===== config.mk =====
export PLATFORM = sky130hd
export DESIGN_NAME = iteu_alu
export DESIGN_NICKNAME = d
export VERILOG_FILES = /design/src/iteu_pkg.sv /design/src/iteu_alu.sv
export SDC_FILE = /design/constraint.sdc
export NUM_CORES = 1
export LEC_CHECK = 0
export ABC_AREA = 1
export BUFFER_PORTS_ARGS = -buffer_cell sky130_fd_sc_hd__buf_2
export CORE_ASPECT_RATIO = 0.9
export CORE_MARGIN = 2
export CORE_UTILIZATION = 50
export DETAILED_ROUTE_END_ITERATION = 16
export PLACE_DENSITY = 0.74
export SLEW_MARGIN = 20
export SYNTH_ARGS = -nofsm -noshare
export SYNTH_HDL_FRONTEND = slang
export SYNTH_SLANG_ARGS = --single-unit

===== constraint.sdc =====
create_clock -name vclk -period 4.4
set_input_delay 0.44 -clock vclk [all_inputs]
set_output_delay 0.44 -clock vclk [all_outputs]
set_load 0.03 [all_outputs]

===== src/iteu_pkg.sv =====
`default_nettype none

package iteu_pkg;

   localparam int unsigned OP_W   = 4;
   localparam int unsigned WORD_W = 32;
   localparam int unsigned IMM_W  = 16;

   // Sequential pc step
   localparam logic [WORD_W-1:0] PC_STEP = 32'd4;

   typedef enum logic [OP_W-1:0] {
      OP_ADDI  = 4'd0,
      OP_ADDIU = 4'd1,
      OP_ANDI  = 4'd2,
      OP_ORI   = 4'd3,
      OP_XORI  = 4'd4,
      OP_LUI   = 4'd5,
      OP_SLTI  = 4'd6,
      OP_SLTIU = 4'd7,
      OP_BEQ   = 4'd8,
      OP_BNE   = 4'd9,
      OP_BGEZ  = 4'd10,
      OP_BGTZ  = 4'd11,
      OP_BLEZ  = 4'd12,
      OP_BLTZ  = 4'd13,
      OP_MEM   = 4'd14
   } op_type;

   typedef struct packed {
      logic [OP_W-1:0]          req_type;
      logic signed [WORD_W-1:0] rs_value;
      logic signed [WORD_W-1:0] rt_value;
      logic [IMM_W-1:0]         immediate;
      logic [WORD_W-1:0]        pc_value;
   } req_payload_type;

   typedef struct packed {
      logic [WORD_W-1:0] result_value;
      logic              write_result;
      logic              overflow;
      logic              branch_taken;
      logic [WORD_W-1:0] next_pc;
   } rsp_payload_type;

endpackage

`default_nettype wire


===== src/iteu_alu.sv =====
`default_nettype none

module iteu_alu import iteu_pkg::*; (
   input  wire req_payload_type req,
   output rsp_payload_type      rsp
);

   logic [WORD_W-1:0] rs_u;
   logic [WORD_W-1:0] simm;
   logic [WORD_W-1:0] zimm;
   logic [WORD_W-1:0] sum;
   logic [WORD_W-1:0] seq_pc;
   logic [WORD_W-1:0] target;
   logic              add_ovf;
   logic              rs_neg;
   logic              rs_zero;
   logic              take;

   assign rs_u    = req.rs_value;
   assign simm    = {{(WORD_W-IMM_W){req.immediate[IMM_W-1]}}, req.immediate};
   assign zimm    = {{(WORD_W-IMM_W){1'b0}}, req.immediate};
   assign sum     = rs_u + simm;
   assign seq_pc  = req.pc_value + PC_STEP;
   assign target  = seq_pc + {simm[WORD_W-3:0], 2'b00};
   // operands agree in sign, sum does not
   assign add_ovf = (rs_u[WORD_W-1] == simm[WORD_W-1]) && (sum[WORD_W-1] != rs_u[WORD_W-1]);
   assign rs_neg  = rs_u[WORD_W-1];
   assign rs_zero = (rs_u == '0);

   always_comb begin
      rsp.result_value = '0;
      rsp.write_result = 1'b0;
      rsp.overflow     = 1'b0;
      take             = 1'b0;
      case (op_type'(req.req_type))
         OP_ADDI: begin
            if (add_ovf) begin
               rsp.overflow = 1'b1;
            end else begin
               rsp.result_value = sum;
               rsp.write_result = 1'b1;
            end
         end
         OP_ADDIU: begin
            rsp.result_value = sum;
            rsp.write_result = 1'b1;
         end
         OP_ANDI: begin
            rsp.result_value = rs_u & zimm;
            rsp.write_result = 1'b1;
         end
         OP_ORI: begin
            rsp.result_value = rs_u | zimm;
            rsp.write_result = 1'b1;
         end
         OP_XORI: begin
            rsp.result_value = rs_u ^ zimm;
            rsp.write_result = 1'b1;
         end
         OP_LUI: begin
            rsp.result_value = {req.immediate, {(WORD_W-IMM_W){1'b0}}};
            rsp.write_result = 1'b1;
         end
         OP_SLTI: begin
            rsp.result_value = {{(WORD_W-1){1'b0}}, ($signed(rs_u) < $signed(simm))};
            rsp.write_result = 1'b1;
         end
         OP_SLTIU: begin
            rsp.result_value = {{(WORD_W-1){1'b0}}, (rs_u < simm)};
            rsp.write_result = 1'b1;
         end
         OP_BEQ:  take = (req.rs_value == req.rt_value);
         OP_BNE:  take = (req.rs_value != req.rt_value);
         OP_BGEZ: take = !rs_neg;
         OP_BGTZ: take = !rs_neg && !rs_zero;
         OP_BLEZ: take = rs_neg || rs_zero;
         OP_BLTZ: take = rs_neg;
         OP_MEM:  rsp.result_value = sum;
         default: begin
         end
      endcase
      rsp.branch_taken = take;
      rsp.next_pc      = take ? target : seq_pc;
   end

endmodule

`default_nettype wire


==> summary.md <==
| Metric | Value |
|---|---|
| Setup violations, final | 0 |
| Mapped Area | about 7400 um2 |
| Crit-path cells | buf_2, inv_2, nor3_2, nand2_1, nor2_1, inv_1, nor2_1, xor2_1, ha_1, a21oi_1, a21boi_0, o21ai_0, a21oi_1, nand2_1, xnor2_1, o21ai_0, buf_2 |
| Worst vdd ir | approximately 68 uV |
| Die Y-Extent | between 100 and 150 um |
| Row count | 42 |
| Commonest cells post-synth | 419 x nand2_1, 205 x inv_1, 160 x nor2_1 |
| Max-slew violation count | 0 |
| Inst Count DP | between 1.5k and 2k |
| DIE AREA | between 15000 and 20000 um2 |
| WP buf/inv | 4 |
| TNS Setup | 0 ps |
| Required time worst endpoint | between 3000 and 4000 ps |
| Syn_nets | 1604 |
| Finished Layout Cells | roughly 1.7k |
| Clkbuf count | 0 |
| Largest net degree at the start of global routing | 33 |
| CORE AREA | between 10000 and 15000 um2 |
| Hold WC Path Type | primary input to output pin |
| Sequential share of the synthesized area | 0 |
| Status | finished clean |
| Count leader, synth | nand2_1 |
| Min Tclk post-route | roughly 4200 ps |
| Synth unique cells | 45 |
| Max-slew headroom | 0.552 |
| Die W | approximately 130 um |
| Top-area cell type share of the netlist area | 0.212 |
| GR Util met3 | 0.0681 |
| Max-Cap Viols | 0 |
| FF+latch area | 0 um2 |
| CP max-delay cell | ha_1 |
| Vias in the first global route | around 8.5k |
| WHS | around 880 ps |
| Power density over cell area | 145 nW/um2 |
| Via density | ~5.6 |
| Crit Path Category | primary input to output pin |
| Initial antenna violation count | 1 |
| I/O Pins | between 150 and 200 |
| GRT met1 Usage | 0.574 |
| IO buf count | 179 |
| Synth-to-Final Area Change | 14.8% |
| Synth area leader | nand2_1 |
| GR peak layer | met1 |
| GR Layer Usage met2 | 0.514 |
| Cell count after synthesis | between 1k and 1.5k |
| Syn_area_per_cell | approximately 5.4 um2 |
| Routed Antenna Nets | 0 |
| Worst path top cell family by delay | compound AO/OA/AOI/OAI gates |
| Routed via count | 9771 |
| Final GP Congestion | a little over 1 |
| Syn. warnings | 0 |
| Leading post-synthesis cells by cell area | nand2_1 21%, ha_1 18%, inv_1 10% |
| Setup crit end kind | output pin |
| Initial Util | 0.507 |
| Hold Fails Final Rpt | 0 |
| Critical Path Source Type | primary input |
| Initial DRT Pass Iterations | 6 |
| Total power | between 1 and 1.5 mW |
| Final Cycle Share | 0.964 |
| RSZ-0062 raised after global routing | no |
| Fmax | about 0.24 GHz |
| Seq Cell Count | 0 |
| Crit-path max cell delay | roughly 330 ps |
| GR Overflow Total | 0 |
| Global-route wire length before repair | ~46 mm |
| Initial DRC count | about 1.1k |
| Pleak | between 4 and 5 nW |
| Share of layout cells above drive strength 1 | 0.142 |
| Critical Path AT | about 3800 ps |
| HPWL after detailed placement | ~26 mm |
| Routed len/inst | approximately 17 um |
| # diodes | 0 |
| Fin nets | about 1.8k |
| Routed WL | 30.2 mm |
| Worst slew pin tran | 671 ps |
| CP Max Fanout | 5 |
| Post-route DRC | 0 |
| Gr usage total | 0.366 |
[cells by family after synthesis]
family,share of synthesized area
adder cells (fa/ha/maj),0.189
buffers and inverters,0.123
XOR/XNOR,0.105
AND/OR/NAND/NOR,0.419
AO/OA/AOI/OAI,0.164
[worst paths after layout]
path,depth (start not counted),endpoint,startpoint,slack (ps)
min,0,rsp[0],req[0],880
max,17,rsp[19],req[6],160
[timing repair]
item	in CTS	in global routing
hold buffers	0	0
buffers inserted	0	0
resized for setup	0	2
endpoints found under the setup margin	0	1
[layout make-up]
| class | count | area, um2 |
|---|---|---|
| fill | 1587 | 6100 |
| timing repair buffer | 187 | 956 |
| multi-input combinational | 1147 | 6510 |
| inverter | 212 | 796 |
| tap | 198 | 248 |
[layout by cell type, fill, tap and decap left out, drive strengths merged, types with 6 or more instances in the layout]
cell	synthesis	final
nor3	23	23
xnor2	36	36
a21oi	85	85
xor2	53	53
a21o	6	6
ha	109	109
inv	210	210
o21ai	60	60
nand2	431	431
a22oi	16	16
buf	15	187
o21bai	15	15
nor4	9	9
o22ai	8	8
a221oi	9	9
nor2	162	162
nand3	68	68
nand4	30	30
or2	7	7
[metal layers]
layer  share of wire  up-vias
met5               0        -
met4           0.023        0
met3            0.13       56
met2            0.38      606
met1            0.47     4328
li1                -     4781
[through the flow]
stage          cell area, um2   util  setup slack [ps]
6_report                 8510  0.582               159
5_1_grt                  8510  0.582              21.2
4_1_cts                  8500  0.582               265
3_5_place_dp             8500  0.582               278
3_3_place_gp             8500  0.582               267
2_1_floorplan            7410      -               814
[where the power goes]
part / switching [mW] / internal (mW) / total (mW)
Clock: 0 / 0 / 0
Combinational: 0.849 / 0.388 / 1.24
Sequential: 0 / 0 / 0
Note: power is estimated with default switching activity, not from simulation.
